==> src/rtl/gpe_pkg.sv <==
`timescale 1ns / 1ps

package gpe_pkg;

    // Field widths
    localparam int STATUS_W  = 2;
    localparam int PACKET_W  = 32;
    localparam int BUTTONS_W = 16;
    localparam int AXIS_W    = 16;
    localparam int TRIG_W    = 8;
    localparam int INDEX_W   = 4;
    localparam int CODE_W    = 2;
    localparam int RADIUS_W  = 16;
    localparam int SKIP_W    = 8;
    localparam int SQ_W      = 32;

    // Input tdata layout, lowest bit first
    localparam int PACKET_LO  = 0;
    localparam int BUTTONS_LO = PACKET_LO + PACKET_W;
    localparam int LX_LO      = BUTTONS_LO + BUTTONS_W;
    localparam int LY_LO      = LX_LO + AXIS_W;
    localparam int RX_LO      = LY_LO + AXIS_W;
    localparam int RY_LO      = RX_LO + AXIS_W;
    localparam int LT_LO      = RY_LO + AXIS_W;
    localparam int RT_LO      = LT_LO + TRIG_W;
    localparam int S_DATA_W   = RT_LO + TRIG_W;

    // Output tdata layout: index, pressed, code, buttons, one pad bit
    localparam int M_FIELDS_W = INDEX_W + 1 + CODE_W + BUTTONS_W;
    localparam int M_DATA_W   = ((M_FIELDS_W + 7) / 8) * 8;

    // Configuration
    localparam int CFG_INDEX_W = 2;
    localparam int CFG_DATA_W  = 16;
    localparam logic [CFG_INDEX_W-1:0] CFG_DEADZONE  = 2'd0;
    localparam logic [CFG_INDEX_W-1:0] CFG_TRIGGER   = 2'd1;
    localparam logic [CFG_INDEX_W-1:0] CFG_SKIP      = 2'd2;
    localparam logic [RADIUS_W-1:0]    DEADZONE_RESET = 16'd3200;
    localparam logic [TRIG_W-1:0]      TRIGGER_RESET  = 8'd30;
    localparam logic [SKIP_W-1:0]      SKIP_RESET     = 8'd60;

    localparam int BUTTON_COUNT_DEFAULT = 16;

    // Poll status codes
    localparam logic [STATUS_W-1:0] STATUS_OK         = 2'd0;
    localparam logic [STATUS_W-1:0] STATUS_NO_DEVICE  = 2'd1;

    // Poll result codes
    localparam logic [CODE_W-1:0] CODE_IDLE     = 2'd0;
    localparam logic [CODE_W-1:0] CODE_ACTIVITY = 2'd1;
    localparam logic [CODE_W-1:0] CODE_SKIPPED  = 2'd2;
    localparam logic [CODE_W-1:0] CODE_ERROR    = 2'd3;

    // Result of the motion unit
    typedef struct packed {
        logic done;
        logic past;
    } motion_status_t;

endpackage

==> src/rtl/gpe_motion_unit.sv <==
`timescale 1ns / 1ps

// Radial deadzone test on both sticks with one shared squarer:
// r*r, then lx, ly, rx, ry squared, one square per cycle.
module gpe_motion_unit (
    input  logic                                aclk,
    input  logic                                aresetn,
    input  logic                                start,
    input  logic signed [gpe_pkg::AXIS_W-1:0]   left_x,
    input  logic signed [gpe_pkg::AXIS_W-1:0]   left_y,
    input  logic signed [gpe_pkg::AXIS_W-1:0]   right_x,
    input  logic signed [gpe_pkg::AXIS_W-1:0]   right_y,
    input  logic        [gpe_pkg::RADIUS_W-1:0] radius,
    output gpe_pkg::motion_status_t             status
);

    localparam int OP_W = gpe_pkg::AXIS_W + 1;
    localparam int SQ_W = gpe_pkg::SQ_W;

    localparam logic [2:0] STEP_R    = 3'd0;
    localparam logic [2:0] STEP_LX   = 3'd1;
    localparam logic [2:0] STEP_LY   = 3'd2;
    localparam logic [2:0] STEP_RX   = 3'd3;
    localparam logic [2:0] STEP_RY   = 3'd4;
    localparam logic [2:0] STEP_LAST = 3'd5;

    logic                           busy_reg, busy_next;
    logic [2:0]                     step_reg, step_next;
    logic signed [gpe_pkg::AXIS_W-1:0] lx_reg, ly_reg, rx_reg, ry_reg;
    logic [gpe_pkg::RADIUS_W-1:0]   r_reg;
    logic [SQ_W-1:0]                prod_reg;
    logic [SQ_W-1:0]                rsq_reg;
    logic [SQ_W-1:0]                acc_reg;
    logic                           past_l_reg;

    logic signed [OP_W-1:0]         op;
    logic signed [2*OP_W-1:0]       sq;
    logic [SQ_W:0]                  mag_sum;
    logic                           sum_gt;

    // Select the operand for this step
    always_comb begin
        unique case (step_reg)
            STEP_R:  op = $signed({1'b0, r_reg});
            STEP_LX: op = OP_W'(lx_reg);
            STEP_LY: op = OP_W'(ly_reg);
            STEP_RX: op = OP_W'(rx_reg);
            STEP_RY: op = OP_W'(ry_reg);
            default: op = '0;
        endcase
    end

    assign sq      = op * op;
    assign mag_sum = {1'b0, acc_reg} + {1'b0, prod_reg};
    assign sum_gt  = mag_sum > {1'b0, rsq_reg};

    // Advance the step counter
    always_comb begin
        busy_next = busy_reg;
        step_next = step_reg;
        if (start) begin
            busy_next = 1'b1;
            step_next = STEP_R;
        end else if (busy_reg) begin
            if (step_reg == STEP_LAST) begin
                busy_next = 1'b0;
            end else begin
                step_next = step_reg + 3'd1;
            end
        end
    end

    always_ff @(posedge aclk) begin
        if (!aresetn) begin
            busy_reg <= 1'b0;
            step_reg <= STEP_R;
        end else begin
            busy_reg <= busy_next;
            step_reg <= step_next;
        end
    end

    // Latch operands, square, accumulate per stick
    always_ff @(posedge aclk) begin
        if (start) begin
            lx_reg <= left_x;
            ly_reg <= left_y;
            rx_reg <= right_x;
            ry_reg <= right_y;
            r_reg  <= radius;
        end
        if (busy_reg) begin
            prod_reg <= sq[SQ_W-1:0];
            unique case (step_reg)
                STEP_LX: rsq_reg    <= prod_reg;
                STEP_LY: acc_reg    <= prod_reg;
                STEP_RX: past_l_reg <= sum_gt;
                STEP_RY: acc_reg    <= prod_reg;
                default: ;
            endcase
        end
    end

    assign status.done = busy_reg && (step_reg == STEP_LAST);
    assign status.past = past_l_reg | sum_gt;

endmodule

==> src/rtl/gamepad_poll_event_detector_unit.sv <==
`timescale 1ns / 1ps

// Gamepad poll event detector. Each poll transfer on s_ yields one or more
// result transfers on m_, the last marked by m_tlast. A poll that changes
// buttons under a new packet number gives one event per changed button
// among the first min(BUTTON_COUNT, 16), lowest index first, then a final
// code item; the sequencer visits one button index per cycle, waiting
// while an event cannot load because of an m_tready stall. A new packet
// without a button change runs the stick test on one shared squarer,
// five squares, before the final code item. Skipped, disconnected, error
// and repeated-packet polls give only the final code item. s_tready is
// high only while the sequencer is idle. Configuration writes are taken
// at any time on the cfg_ channel; index 3 is ignored.
module gamepad_poll_event_detector_unit #(
    parameter int BUTTON_COUNT = gpe_pkg::BUTTON_COUNT_DEFAULT
) (
    input  logic                                aclk,
    input  logic                                aresetn,
    // poll
    input  logic                                s_tvalid,
    output logic                                s_tready,
    // packet_number, button_bits, left_stick_x, left_stick_y,
    // right_stick_x, right_stick_y, left_trigger, right_trigger
    input  logic [gpe_pkg::S_DATA_W-1:0]        s_tdata,
    // poll_status
    input  logic [gpe_pkg::STATUS_W-1:0]        s_tuser,
    // results
    output logic                                m_tvalid,
    input  logic                                m_tready,
    // button_index, pressed, poll_code, buttons_now, one zero pad bit
    output logic [gpe_pkg::M_DATA_W-1:0]        m_tdata,
    // is_button_event
    output logic                                m_tuser,
    output logic                                m_tlast,
    // configuration
    input  logic                                cfg_valid,
    output logic                                cfg_ready,
    input  logic [gpe_pkg::CFG_INDEX_W-1:0]     cfg_index,
    input  logic [gpe_pkg::CFG_DATA_W-1:0]      cfg_data
);

    localparam int SCAN_N = (BUTTON_COUNT < gpe_pkg::BUTTONS_W) ?
                            BUTTON_COUNT : gpe_pkg::BUTTONS_W;
    localparam logic [gpe_pkg::INDEX_W-1:0] SCAN_LAST = gpe_pkg::INDEX_W'(SCAN_N - 1);

    typedef enum logic [3:0] {
        ST_IDLE   = 4'b0001,
        ST_SCAN   = 4'b0010,
        ST_MOTION = 4'b0100,
        ST_FINAL  = 4'b1000
    } state_t;

    state_t state_reg, state_next;

    // Configuration registers
    logic [gpe_pkg::RADIUS_W-1:0] radius_reg;
    logic [gpe_pkg::TRIG_W-1:0]   trig_thr_reg;
    logic [gpe_pkg::SKIP_W-1:0]   skip_load_reg;

    // Poll state
    logic [gpe_pkg::PACKET_W-1:0]  last_packet_reg, last_packet_next;
    logic [gpe_pkg::BUTTONS_W-1:0] last_buttons_reg, last_buttons_next;
    logic [gpe_pkg::BUTTONS_W-1:0] held_reg, held_next;
    logic [gpe_pkg::SKIP_W-1:0]    skip_reg, skip_next;
    logic                          moving_reg, moving_next;

    // Per-poll working registers
    logic [gpe_pkg::BUTTONS_W-1:0] changed_reg, changed_next;
    logic [gpe_pkg::CODE_W-1:0]    code_reg, code_next;
    logic [gpe_pkg::INDEX_W-1:0]   idx_reg, idx_next;
    logic                          trig_hit_reg, trig_hit_next;

    // Output register
    logic                          m_valid_reg, m_valid_next;
    logic [gpe_pkg::INDEX_W-1:0]   o_index_reg, o_index_next;
    logic                          o_pressed_reg, o_pressed_next;
    logic [gpe_pkg::CODE_W-1:0]    o_code_reg, o_code_next;
    logic [gpe_pkg::BUTTONS_W-1:0] o_buttons_reg, o_buttons_next;
    logic                          o_event_reg, o_event_next;
    logic                          o_last_reg, o_last_next;

    // Poll fields
    logic [gpe_pkg::PACKET_W-1:0]      in_packet;
    logic [gpe_pkg::BUTTONS_W-1:0]     in_buttons;
    logic [gpe_pkg::BUTTONS_W-1:0]     in_changed;
    logic [gpe_pkg::TRIG_W-1:0]        in_lt, in_rt;
    logic                              s_accept;
    logic                              can_load;
    logic                              motion_start;
    gpe_pkg::motion_status_t           motion_status;

    assign in_packet  = s_tdata[gpe_pkg::PACKET_LO  +: gpe_pkg::PACKET_W];
    assign in_buttons = s_tdata[gpe_pkg::BUTTONS_LO +: gpe_pkg::BUTTONS_W];
    assign in_lt      = s_tdata[gpe_pkg::LT_LO +: gpe_pkg::TRIG_W];
    assign in_rt      = s_tdata[gpe_pkg::RT_LO +: gpe_pkg::TRIG_W];
    assign in_changed = last_buttons_reg ^ in_buttons;

    assign s_tready  = (state_reg == ST_IDLE);
    assign s_accept  = s_tvalid && s_tready;
    assign can_load  = !m_valid_reg || m_tready;
    assign cfg_ready = 1'b1;

    gpe_motion_unit u_motion (
        .aclk    (aclk),
        .aresetn (aresetn),
        .start   (motion_start),
        .left_x  ($signed(s_tdata[gpe_pkg::LX_LO +: gpe_pkg::AXIS_W])),
        .left_y  ($signed(s_tdata[gpe_pkg::LY_LO +: gpe_pkg::AXIS_W])),
        .right_x ($signed(s_tdata[gpe_pkg::RX_LO +: gpe_pkg::AXIS_W])),
        .right_y ($signed(s_tdata[gpe_pkg::RY_LO +: gpe_pkg::AXIS_W])),
        .radius  (radius_reg),
        .status  (motion_status)
    );

    // Take configuration writes
    always_ff @(posedge aclk) begin
        if (!aresetn) begin
            radius_reg    <= gpe_pkg::DEADZONE_RESET;
            trig_thr_reg  <= gpe_pkg::TRIGGER_RESET;
            skip_load_reg <= gpe_pkg::SKIP_RESET;
        end else if (cfg_valid) begin
            unique case (cfg_index)
                gpe_pkg::CFG_DEADZONE: radius_reg    <= cfg_data;
                gpe_pkg::CFG_TRIGGER:  trig_thr_reg  <= cfg_data[gpe_pkg::TRIG_W-1:0];
                gpe_pkg::CFG_SKIP:     skip_load_reg <= cfg_data[gpe_pkg::SKIP_W-1:0];
                default: ;
            endcase
        end
    end

    // Sequencer
    always_comb begin
        state_next        = state_reg;
        last_packet_next  = last_packet_reg;
        last_buttons_next = last_buttons_reg;
        held_next         = held_reg;
        skip_next         = skip_reg;
        moving_next       = moving_reg;
        changed_next      = changed_reg;
        code_next         = code_reg;
        idx_next          = idx_reg;
        trig_hit_next     = trig_hit_reg;
        motion_start      = 1'b0;

        m_valid_next   = m_valid_reg && !m_tready;
        o_index_next   = o_index_reg;
        o_pressed_next = o_pressed_reg;
        o_code_next    = o_code_reg;
        o_buttons_next = o_buttons_reg;
        o_event_next   = o_event_reg;
        o_last_next    = o_last_reg;

        unique case (state_reg)
            ST_IDLE: begin
                if (s_accept) begin
                    idx_next      = '0;
                    changed_next  = in_changed;
                    trig_hit_next = (in_lt > trig_thr_reg) || (in_rt > trig_thr_reg);
                    state_next    = ST_FINAL;
                    priority if (skip_reg != '0) begin
                        skip_next = skip_reg - 1'b1;
                        code_next = gpe_pkg::CODE_SKIPPED;
                    end else if (s_tuser == gpe_pkg::STATUS_NO_DEVICE) begin
                        skip_next = skip_load_reg;
                        code_next = gpe_pkg::CODE_SKIPPED;
                    end else if (s_tuser != gpe_pkg::STATUS_OK) begin
                        code_next = gpe_pkg::CODE_ERROR;
                    end else if (in_packet == last_packet_reg) begin
                        held_next = in_buttons;
                        code_next = moving_reg ? gpe_pkg::CODE_ACTIVITY
                                               : gpe_pkg::CODE_IDLE;
                    end else begin
                        held_next         = in_buttons;
                        last_packet_next  = in_packet;
                        last_buttons_next = in_buttons;
                        code_next         = gpe_pkg::CODE_ACTIVITY;
                        if (in_changed != '0) begin
                            state_next = ST_SCAN;
                        end else begin
                            motion_start = 1'b1;
                            state_next   = ST_MOTION;
                        end
                    end
                end
            end
            ST_SCAN: begin
                // Visit one button a cycle; wait when an event cannot load
                if (!changed_reg[idx_reg] || can_load) begin
                    if (changed_reg[idx_reg]) begin
                        m_valid_next   = 1'b1;
                        o_index_next   = idx_reg;
                        o_pressed_next = held_reg[idx_reg];
                        o_code_next    = gpe_pkg::CODE_ACTIVITY;
                        o_buttons_next = held_reg;
                        o_event_next   = 1'b1;
                        o_last_next    = 1'b0;
                    end
                    if (idx_reg == SCAN_LAST) begin
                        state_next = ST_FINAL;
                    end else begin
                        idx_next = idx_reg + 1'b1;
                    end
                end
            end
            ST_MOTION: begin
                if (motion_status.done) begin
                    moving_next = motion_status.past | trig_hit_reg;
                    state_next  = ST_FINAL;
                end
            end
            ST_FINAL: begin
                if (can_load) begin
                    m_valid_next   = 1'b1;
                    o_index_next   = '0;
                    o_pressed_next = 1'b0;
                    o_code_next    = code_reg;
                    o_buttons_next = held_reg;
                    o_event_next   = 1'b0;
                    o_last_next    = 1'b1;
                    state_next     = ST_IDLE;
                end
            end
            default: state_next = ST_IDLE;
        endcase
    end

    // Control and poll state
    always_ff @(posedge aclk) begin
        if (!aresetn) begin
            state_reg        <= ST_IDLE;
            last_packet_reg  <= '0;
            last_buttons_reg <= '0;
            held_reg         <= '0;
            skip_reg         <= '0;
            moving_reg       <= 1'b0;
            m_valid_reg      <= 1'b0;
        end else begin
            state_reg        <= state_next;
            last_packet_reg  <= last_packet_next;
            last_buttons_reg <= last_buttons_next;
            held_reg         <= held_next;
            skip_reg         <= skip_next;
            moving_reg       <= moving_next;
            m_valid_reg      <= m_valid_next;
        end
    end

    // Working and output payload
    always_ff @(posedge aclk) begin
        changed_reg   <= changed_next;
        code_reg      <= code_next;
        idx_reg       <= idx_next;
        trig_hit_reg  <= trig_hit_next;
        o_index_reg   <= o_index_next;
        o_pressed_reg <= o_pressed_next;
        o_code_reg    <= o_code_next;
        o_buttons_reg <= o_buttons_next;
        o_event_reg   <= o_event_next;
        o_last_reg    <= o_last_next;
    end

    assign m_tvalid = m_valid_reg;
    assign m_tuser  = o_event_reg;
    assign m_tlast  = o_last_reg;
    assign m_tdata  = gpe_pkg::M_DATA_W'({o_buttons_reg, o_code_reg,
                                          o_pressed_reg, o_index_reg});

endmodule
==> config.mk <==
export PLATFORM = sky130hd
export DESIGN_NAME = gamepad_poll_event_detector_unit
export DESIGN_NICKNAME = d
export VERILOG_FILES = /design/src/rtl/gpe_pkg.sv /design/src/rtl/gpe_motion_unit.sv /design/src/rtl/gamepad_poll_event_detector_unit.sv
export SDC_FILE = /design/constraint.sdc
export NUM_CORES = 1
export LEC_CHECK = 0
export BUFFER_PORTS_ARGS = -buffer_cell sky130_fd_sc_hd__buf_2
export CAP_MARGIN = 20
export CORE_MARGIN = 8
export CORE_UTILIZATION = 38
export CTS_BUF_LIST = sky130_fd_sc_hd__clkbuf_8
export DETAILED_ROUTE_END_ITERATION = 6
export SLEW_MARGIN = 0
export SYNTH_ARGS = -nofsm -noshare
export SYNTH_HDL_FRONTEND = slang
export SYNTH_SLANG_ARGS = --single-unit
==> constraint.sdc <==
create_clock -name aclk -period 9.1 [get_ports aclk]
set_clock_uncertainty 0.2 [all_clocks]
set_input_delay 1.365 -clock aclk [delete_from_list [all_inputs] [get_ports aclk]]
set_output_delay 1.365 -clock aclk [all_outputs]
set_load 0.01 [all_outputs]
# --- Yosys cells after proc, flatten, opt, wreduce, memory -nomap -nowiden ---
# Index checks and enable logic that the tools add are counted.
totals:
  in_bits: 153
  output_inout_bits: 29
  register_bits: 339
  word_cells: 169
classes:
  n_eq_ne: 21
  magnitude_cmp: 4
  n_reduce_logical: 36
  mul: 1
  bitwise_logic: 9
  muxes: 62
  n_addsub: 4
ops:
  columns: ["op", "count"]
  rows:
  - ["17-bit case mux with 5 select lines", 1]
  - ["4-bit 2-to-1 mux", 15]
  - ["16-bit 2-to-1 mux", 3]
  - ["32-bit by 32-bit adder with 33-bit output", 1]
  - ["33-bit by 32-bit > comparator with 1-bit output", 1]
  - ["32-bit equality test", 1]
  - ["17-bit by 17-bit multiplier with 32-bit output", 1]
  - ["16-bit case mux with 2 select lines", 1]
  - ["1-bit 2-to-1 mux", 26]
  - ["2-bit AND reduction", 9]
  - ["8-bit > comparator", 2]
  - ["8-bit 2-to-1 mux", 2]
  - ["4-bit case mux with 2 select lines", 2]
  - ["4-bit case mux with 4 select lines", 1]
  - ["16-bit nonzero test", 1]
  - ["16-bit XOR", 1]
  - ["2-bit inequality test, second input constant", 6]
  - ["5-bit AND reduction", 2]
  - ["1-bit binary-select mux with 4-bit select", 2]
  - ["4-bit equality test, second input constant", 2]
  - ["1-bit case mux with 2 select lines", 4]
  - ["4-bit AND reduction", 2]
  - ["2-bit nonzero test", 4]
  - ["8-bit nonzero test", 1]
  - ["27 further kinds", 46]

# --- Depth between registers and ports, before layout ---
# Gate-level depths: netlist of run 1.
depth:
  ltp_word: 10
  mapped_depth: 32
  depth_no_buf: 29

# --- Cells and area by module ---
# Synthesis of run 1 repeated with hierarchy kept, for this count alone.
hier_totals:
  cells_unflattened: 2294
  hier_area_um2: 24464.7
modules_own_cells:
  columns: ["module", "instances", "cells_per_inst", "seq_area_each_um2", "area_each_um2"]
  rows:
  - ["gpe_motion_unit", 1, 1550, 5305.1, 17088.9]
  - ["gamepad_poll_event_detector_unit", 1, 744, 3643.5, 7375.8]

# --- Least setup slack after synthesis of run 1 ---
# No wires, ideal clock.
synth_timing:
  kind: "input-to-reg"
  from: "input port s_tvalid"
  to: "register u_motion.lx_reg[0] (netlist bit), enable pin"
  path_buffers: 0
  slack_ps: 289
  t_required_ps: 8264
  stages: 4
  setup_time_ps: 636
  arrival_time_ps: 7975
  cell_sequence: "nand2_1 inv_2 nand3_1 nor3b_1"
synth_between:
  elab_chain_len: 3
synth_rtl:
  columns: ["element", "line_no", "source"]
  rows:
  - ["start: declaration", "gamepad_poll_event_detector_unit.sv:20", "input logic s_tvalid,"]
  - ["1-bit logical AND", "gamepad_poll_event_detector_unit.sv:99", "assign s_accept = s_tvalid && s_tready;"]
  - ["1-bit 2-to-1 mux", "gamepad_poll_event_detector_unit.sv:155", "if (s_accept) begin"]
  - ["1-bit 2-to-1 mux", "gamepad_poll_event_detector_unit.sv:153", "unique case (state_reg)"]
  - ["net motion_start", "gamepad_poll_event_detector_unit.sv:89", "logic motion_start;"]
  - ["end signal: assignment", "gpe_motion_unit.sv:86", "lx_reg <= left_x;"]
  - ["end: declaration", "gpe_motion_unit.sv:29", "logic signed [gpe_pkg::AXIS_W-1:0] lx_reg, ly_reg, rx_reg, ry_reg;"]
# The timed path passes the listed nets, and every way through them passes these cells.
# A chain may end at the register's enable or synchronous reset.

# --- Worst setup path in the final report of run 1 ---
layout_timing:
  from: "register u_motion.step_reg[0]"
  to: "register u_motion.prod_reg[31], data pin"
layout_between:
  elab_chain_len: 3
  elab_cells_between_ends: 7
layout_rtl:
  columns: ["element", "line_no", "source"]
  rows:
  - ["start: declaration", "gpe_motion_unit.sv:28", "logic [2:0] step_reg, step_next;"]
  - ["start signal: assignment", "gpe_motion_unit.sv:79", "step_reg <= step_next;"]
  - ["3-bit equality test, or another cell as far along", "gpe_motion_unit.sv:43", "unique case (step_reg)"]
  - ["17-bit case mux with 5 select lines *", "gpe_motion_unit.sv:43", null]
  - ["17-bit by 17-bit multiplier with 32-bit output *", "gpe_motion_unit.sv:53", "assign sq = op * op;"]
  - ["net u_motion.sq[31]", "gpe_motion_unit.sv:37", "logic signed [2*OP_W-1:0] sq;"]
  - ["end signal: assignment", "gpe_motion_unit.sv:93", "prod_reg <= sq[SQ_W-1:0];"]
  - ["end: declaration", "gpe_motion_unit.sv:31", "logic [SQ_W-1:0] prod_reg;"]
# Mark *: on every way through the listed nets, which the timed path passes. The rest lies on a longest branch.

==> out/qor.txt, run 1 <==
Hold_sp: radius_reg[0]
Post-CTS setup buffer count: 0
Effective utilization at floorplan: 38.4%
Vias in the first global route: 18000
Main synth FF type: edfxtp_1
Nets: 2988
CTS buffer count: 60
Avg Vias per Cell: 4.88
Leak: 12.4 nW
P&R area growth vs syn: 13.0%
Largest register FFs: 32
Max_slew headroom: 29.8%
Final setup margin: 0.797 ns
Clock root cell: clkbuf_8
Worst Hold Class: register to register
Hold EP: u_motion.r_reg[0]
CP Class: register to register
Type of origin of the critical path: register
I/O Pins: 182
Clk slew on worst S/H paths: 0.06 ns
# clock sinks: 336
ANT nets after route: 0
GR Util met1: 19.6%
Design Area, Final: 0.0273 mm²
Synth async-reset ratio: 0%
Yosys cell types: 76
Final Core Density: 43.4%
Post-Layout Cell Count: 3318
GRT Util Overall: 16.4%
IO Port Bufs: 179
Pwr Density: 140 mW/mm²
R2R Setup Slk: 0.80 ns
Via count: 16200
Drt pass-1 iters: 6
R2r endpoint: u_motion.prod_reg[31]
Syn Inst Count: 2216
Initial antenna violation count: 15
Status: complete, no violations
Hold_buf cts: 0
Core Box Area: 0.0630 mm²
Setup crit end kind: register
Routability cong.: 0.919
Worst skew pair latency: 0.68 ns
CP Max Fanout: 11
Unrepaired setup endpoints after global routing: no
Synth Warn #: 0
CTS resizes: 0
CTS max path bufs: 3
Mean Syn Cell Area: 10.9 µm²
FF-to-FF path depth: 27
Period utilization: 91.2%
Layout cell share with drive strength beyond 1: 13.1%
Post-Route WL: 57.5 mm
Placed Cells: 3200
Final hold vios: 0
GRT busiest layer: met2
First-pass GRT wire length: 94.4 mm
CTS tree: yes
DR iter-0 viols: 984
Fin crit period: 8.30 ns
DR DRC count: 0
Reg2Reg Launch Point: u_motion.step_reg[0]
Filler instances: 5966
Grt ovf: 0
DIE WIDTH: 268 µm
Worst hold stages: 0
Worst EP arrival: 8.48 ns
Routed len/inst: 17.3 µm
Final HPWL DP: 45.9 mm
Synthesis-stage register bit count: 336
Post-DP Area: 0.0261 mm²
Dpl ws: 0.863 ns
FMAX: 120 MHz
Met2 Use GR: 29.0%
Largest net degree at the start of global routing: 113
Max-cap viol count: 0
Critical Path RT: 9.28 ns
# rows: 92
Post-synth EDFFs: 222
Finish-stage setup viols: 0
Post-Syn Area: 0.0242 mm²
# H-tree levels: 2
Die H: 268 µm
Syn_nets: 2788
GRT met3 Usage: 4.29%
Post-synthesis sequential area ratio: 37.0%
Max-slew violations: 0
Final TNS setup: 0 ns
Worst-Margin Slew: 1.05 ns
Die area: 0.0719 mm²
Worst vdd ir: 0.109 mV
kinds of logic (layout without fill, tap and decap cells):
family                   after synthesis  in the layout  share of synthesized area, %
AO/OA/AOI/OAI                        278            278                          7.80
XOR/XNOR                             120            120                          4.35
adder cells (fa/ha/maj)              419            419                          29.6
buffers and inverters                471            721                          7.46
flip-flops                           336            336                          37.0
multiplexers                          74             74                          3.55
other                                  2              8                        0.0311
AND/OR/NAND/NOR                      516            516                          10.2
per-layer routing:
layer	vias to the layer above	share of wire, %
li1	7694	-
met1	8015	42
met2	382	50
met3	88	6.1
met4	12	1.8
met5	-	0.14
per-stage QoR:
step	total power [mW]	hold slack (ns)
after floorplan	2.24	0.208
after global placement	2.41	0.215
after detailed placement	2.42	0.215
after CTS	3.87	0.235
after global routing	4.02	0.235
final	3.82	0.229
worst max-delay path by stage:
stage / startpoint / endpoint / slack (ns) / depth (start not counted)
finish: u_motion.step_reg[0] / u_motion.prod_reg[31] / 0.80 / 27
global route: u_motion.step_reg[0] / u_motion.prod_reg[31] / 0.21 / 29
CTS: u_motion.step_reg[0] / u_motion.prod_reg[31] / 0.86 / 29
detailed placement: u_motion.step_reg[2] / u_motion.prod_reg[31] / 0.86 / 27
global placement: u_motion.step_reg[2] / u_motion.prod_reg[31] / 0.97 / 25
floorplan: s_tvalid / u_motion.lx_reg[0] / 0.29 / 4
worst max-delay path, cell delays in order (launching register included):
cell	delay [ns]
dfxtp_1	0.40
inv_1	0.09
ha_1	0.21
and2_0	0.33
buf_4	0.26
a222oi_1	0.21
o21a_1	0.46
inv_1	0.38
nand2_1	0.24
fa_1	0.47
fa_1	0.48
fa_1	0.55
inv_1	0.06
fa_1	0.45
fa_1	0.51
inv_1	0.05
fa_1	0.47
inv_1	0.04
ha_1	0.38
a2111oi_0	0.41
o21ai_0	0.17
nand2_1	0.10
o21ai_1	0.14
nand2_1	0.16
o31a_1	0.22
o21ai_1	0.11
o41ai_1	0.31
xnor2_1	0.13
report_power, final:
group | switching (mW) | leakage [nW] | total [mW] | internal, mW
Clock | 0.649 | 0.714 | 1.43 | 0.784
Combinational | 0.321 | 8.71 | 0.560 | 0.239
Sequential | 0.0846 | 2.94 | 1.83 | 1.74
Total | 1.05 | 12.4 | 3.82 | 2.76
layout make-up:
cell class	count	area (µm²)	share of cell area [%]
Multi-Input combinational cell	1409	13400	49.2
Tap cell	846	1060	3.88
Clock buffer	69	950	3.48
Antenna cell	6	15.0	0.0550
Inverter	403	1510	5.54
Clock inverter	43	288	1.05
Timing Repair Buffer	206	1100	4.02
Sequential cell	336	8950	32.8
Yosys cell counts (all sizes together) (53+ instances only):
| cell | count | area (µm²) |
|---|---|---|
| nor2b | 81 | 507 |
| o21ai | 56 | 280 |
| clkbuf | 53 | 199 |
| nor2 | 135 | 509 |
| edfxtp | 222 | 6670 |
| inv | 401 | 1510 |
| nand2 | 187 | 702 |
| dfxtp | 114 | 2280 |
| xnor2 | 85 | 744 |
| mux2i | 62 | 621 |
| ha | 164 | 2050 |
| fa | 255 | 5100 |
| a21oi | 59 | 295 |
layout by cell type (no fill, tap or decap), types with 27 or more instances in the layout:
master / n
mux2i_1: 62
buf_2: 179
xnor2_1: 85
dfxtp_1: 114
nand2_1: 187
xor2_1: 35
nor2b_1: 81
inv_1: 421
ha_1: 164
o21ai_0: 43
a21boi_0: 32
a21oi_1: 59
buf_4: 27
nor2_1: 132
fa_1: 255
edfxtp_1: 222
clkbuf_8: 69
(Power assumes the default switching activity.)
==> run 2, diff against run 1 <==
--- a/config.mk
+++ b/config.mk
@@ -7,6 +7,7 @@
 export LEC_CHECK = 0
 export BUFFER_PORTS_ARGS = -buffer_cell sky130_fd_sc_hd__buf_2
 export CAP_MARGIN = 20
+export CORE_ASPECT_RATIO = 1.4
 export CORE_MARGIN = 8
 export CORE_UTILIZATION = 38
 export CTS_BUF_LIST = sky130_fd_sc_hd__clkbuf_8
==> run 2 against run 1 <==
Worst setup slack got worse by 0.16 ns; clock power decreased by 8%; cell count decreased by 1.1%; critical path type unchanged.
==> out/qor.txt, run 2 (synthesized netlist as in run 1, its figures left out) <==
Routability cong.: 0.957
Effective utilization at floorplan: 38.4%
Grt ovf: 0
Final TNS setup: 0 ns
CP Max Fanout: 17
CTS resizes: 0
Leak: 12.3 nW
Worst hold stages: 0
Max_slew headroom: 29.9%
CTS buffer count: 51
Clk slew on worst S/H paths: 0.06 ns
Most used cell, CP: inv_1
CTS tree: yes
Final HPWL DP: 48.7 mm
FMAX: 118 MHz
Filler instances: 6025
Worst EP arrival: 8.62 ns
Worst vdd ir: 0.129 mV
IO Port Bufs: 179
Reg2Reg Launch Point: u_motion.step_reg[2]
Type of origin of the critical path: register
Fin crit period: 8.47 ns
Largest net degree at the start of global routing: 112
Total power: 3.71 mW
ANT nets after route: 0
Post-Route WL: 60.4 mm
Worst skew pair latency: 0.65 ns
First-pass GRT wire length: 96.5 mm
Period utilization: 93.0%
Int Pwr: 2.67 mW
DR DRC count: 0
Net Sw Power: 1.03 mW
Routed len/inst: 18.4 µm
Max-slew violations: 0
Nets: 2979
DR iter-0 viols: 754
FF-to-FF path depth: 27
Initial antenna violation count: 4
Post-DP Area: 0.0260 mm²
Drt pass-1 iters: 5
CP delay by family, top: adder cells
Top sig layer: met5
Unrepaired setup endpoints after global routing: no
R2r endpoint: u_motion.prod_reg[31]
CTS max path bufs: 3
Worst Path Buf+Inv: 7
Clk pwr share: 35.4%
# clock sinks: 336
Status: complete, no violations
Worst Hold Class: register to register
Vias in the first global route: 18200
Sequential share of power: 49.3%
Worst-Margin Slew: 1.05 ns
Final setup margin: 0.634 ns
Hold EP: u_motion.r_reg[9]
DR WL met2: 32.6 mm
Met1 WL: 21.9 mm
Comb pwr share: 15.3%
Die H: 314 µm
Hold_buf cts: 0
Hold_sp: radius_reg[9]
Via count: 16300
Design Area, Final: 0.0271 mm²
# H-tree levels: 2
Final hold vios: 0
Post-CTS setup buffer count: 0
DIE WIDTH: 229 µm
CP Class: register to register
R2R Setup Slk: 0.63 ns
Setup crit end kind: register
Core Box Area: 0.0630 mm²
Die area: 0.0720 mm²
WL met3: 3.07 mm
GRT Util Overall: 16.8%
# rows: 109
Levels on crit path: 27
Layout cell share with drive strength beyond 1: 12.9%
Sw Share: 27.8%
Most common cell after layout, fill and taps aside: inv_1
Avg Vias per Cell: 4.97
Max-cap viol count: 0
Most frequent cells in the layout: 413 x inv_1, 255 x fa_1, 222 x edfxtp_1
Largest stage delay on the critical path: 0.59 ns
I/O Pins: 182
Dpl ws: 0.716 ns
P&R area growth vs syn: 12.3%
Largest register FFs: 32
Slowest CP cell: dfxtp_1
Pwr Density: 137 mW/mm²
Worst hold slack: 0.228 ns
Clock root cell: clkbuf_8
Finish-stage setup viols: 0
Critical Path RT: 9.25 ns
## run 2: through the flow
stage          utilization (%)  std cells
2_1_floorplan                -       2216
3_3_place_gp              41.3       3185
3_5_place_dp              41.3       3185
4_1_cts                   43.0       3280
5_1_grt                   43.1       3281
6_report                  43.1       3283
## run 2: per-layer routing
metal / vias up / track usage [%]
met3: 159 / 3.66
met1: 8108 / 17.0
met2: 394 / 32.4
met4: 2 / 7.62
met5: - / 0
li1: 7655 / -
## run 2: cell type report
| cell class | instances | area [µm²] | area share, % |
|---|---|---|---|
| Tap cell | 832 | 1040 | 3.84 |
| Multi-Input combinational cell | 1409 | 13400 | 49.5 |
| Timing Repair Buffer | 206 | 1100 | 4.06 |
| Sequential cell | 336 | 8950 | 33.0 |
| Antenna cell | 2 | 5.00 | 0.0184 |
| Clock buffer | 63 | 867 | 3.20 |
| Inverter | 403 | 1510 | 5.57 |
| Clock inverter | 32 | 221 | 0.816 |
## run 2: worst register-to-register path: cells and delay by family (launching register included)
kind	cells	cell delay, ns
compound gates	8	2.21
xor+xnor	1	0.13
flops	1	0.59
fa+ha+maj	8	3.72
simple gates	3	0.51
buf+inv	7	0.79
## run 2: power groups by stage
stage | registers, mW | logic (mW) | clock network (mW)
after floorplan | 1.82 | 0.423 | 0
after global placement | 1.85 | 0.557 | 0
after detailed placement | 1.86 | 0.571 | 0
after CTS | 1.83 | 0.573 | 1.35
after global routing | 1.84 | 0.627 | 1.41
final | 1.83 | 0.568 | 1.31
## run 2: worst max-delay path by stage
| stage | end | slack (ns) | startpoint |
|---|---|---|---|
| final | u_motion.prod_reg[31] | 0.63 | u_motion.step_reg[2] |
| after floorplan | u_motion.lx_reg[0] | 0.29 | s_tvalid |
| after CTS | u_motion.prod_reg[31] | 0.67 | u_motion.step_reg[2] |
| after global routing | u_motion.prod_reg[31] | 0.26 | u_motion.step_reg[2] |
| after global placement | u_motion.prod_reg[31] | 0.93 | u_motion.step_reg[2] |
| after detailed placement | u_motion.prod_reg[31] | 0.72 | u_motion.step_reg[2] |
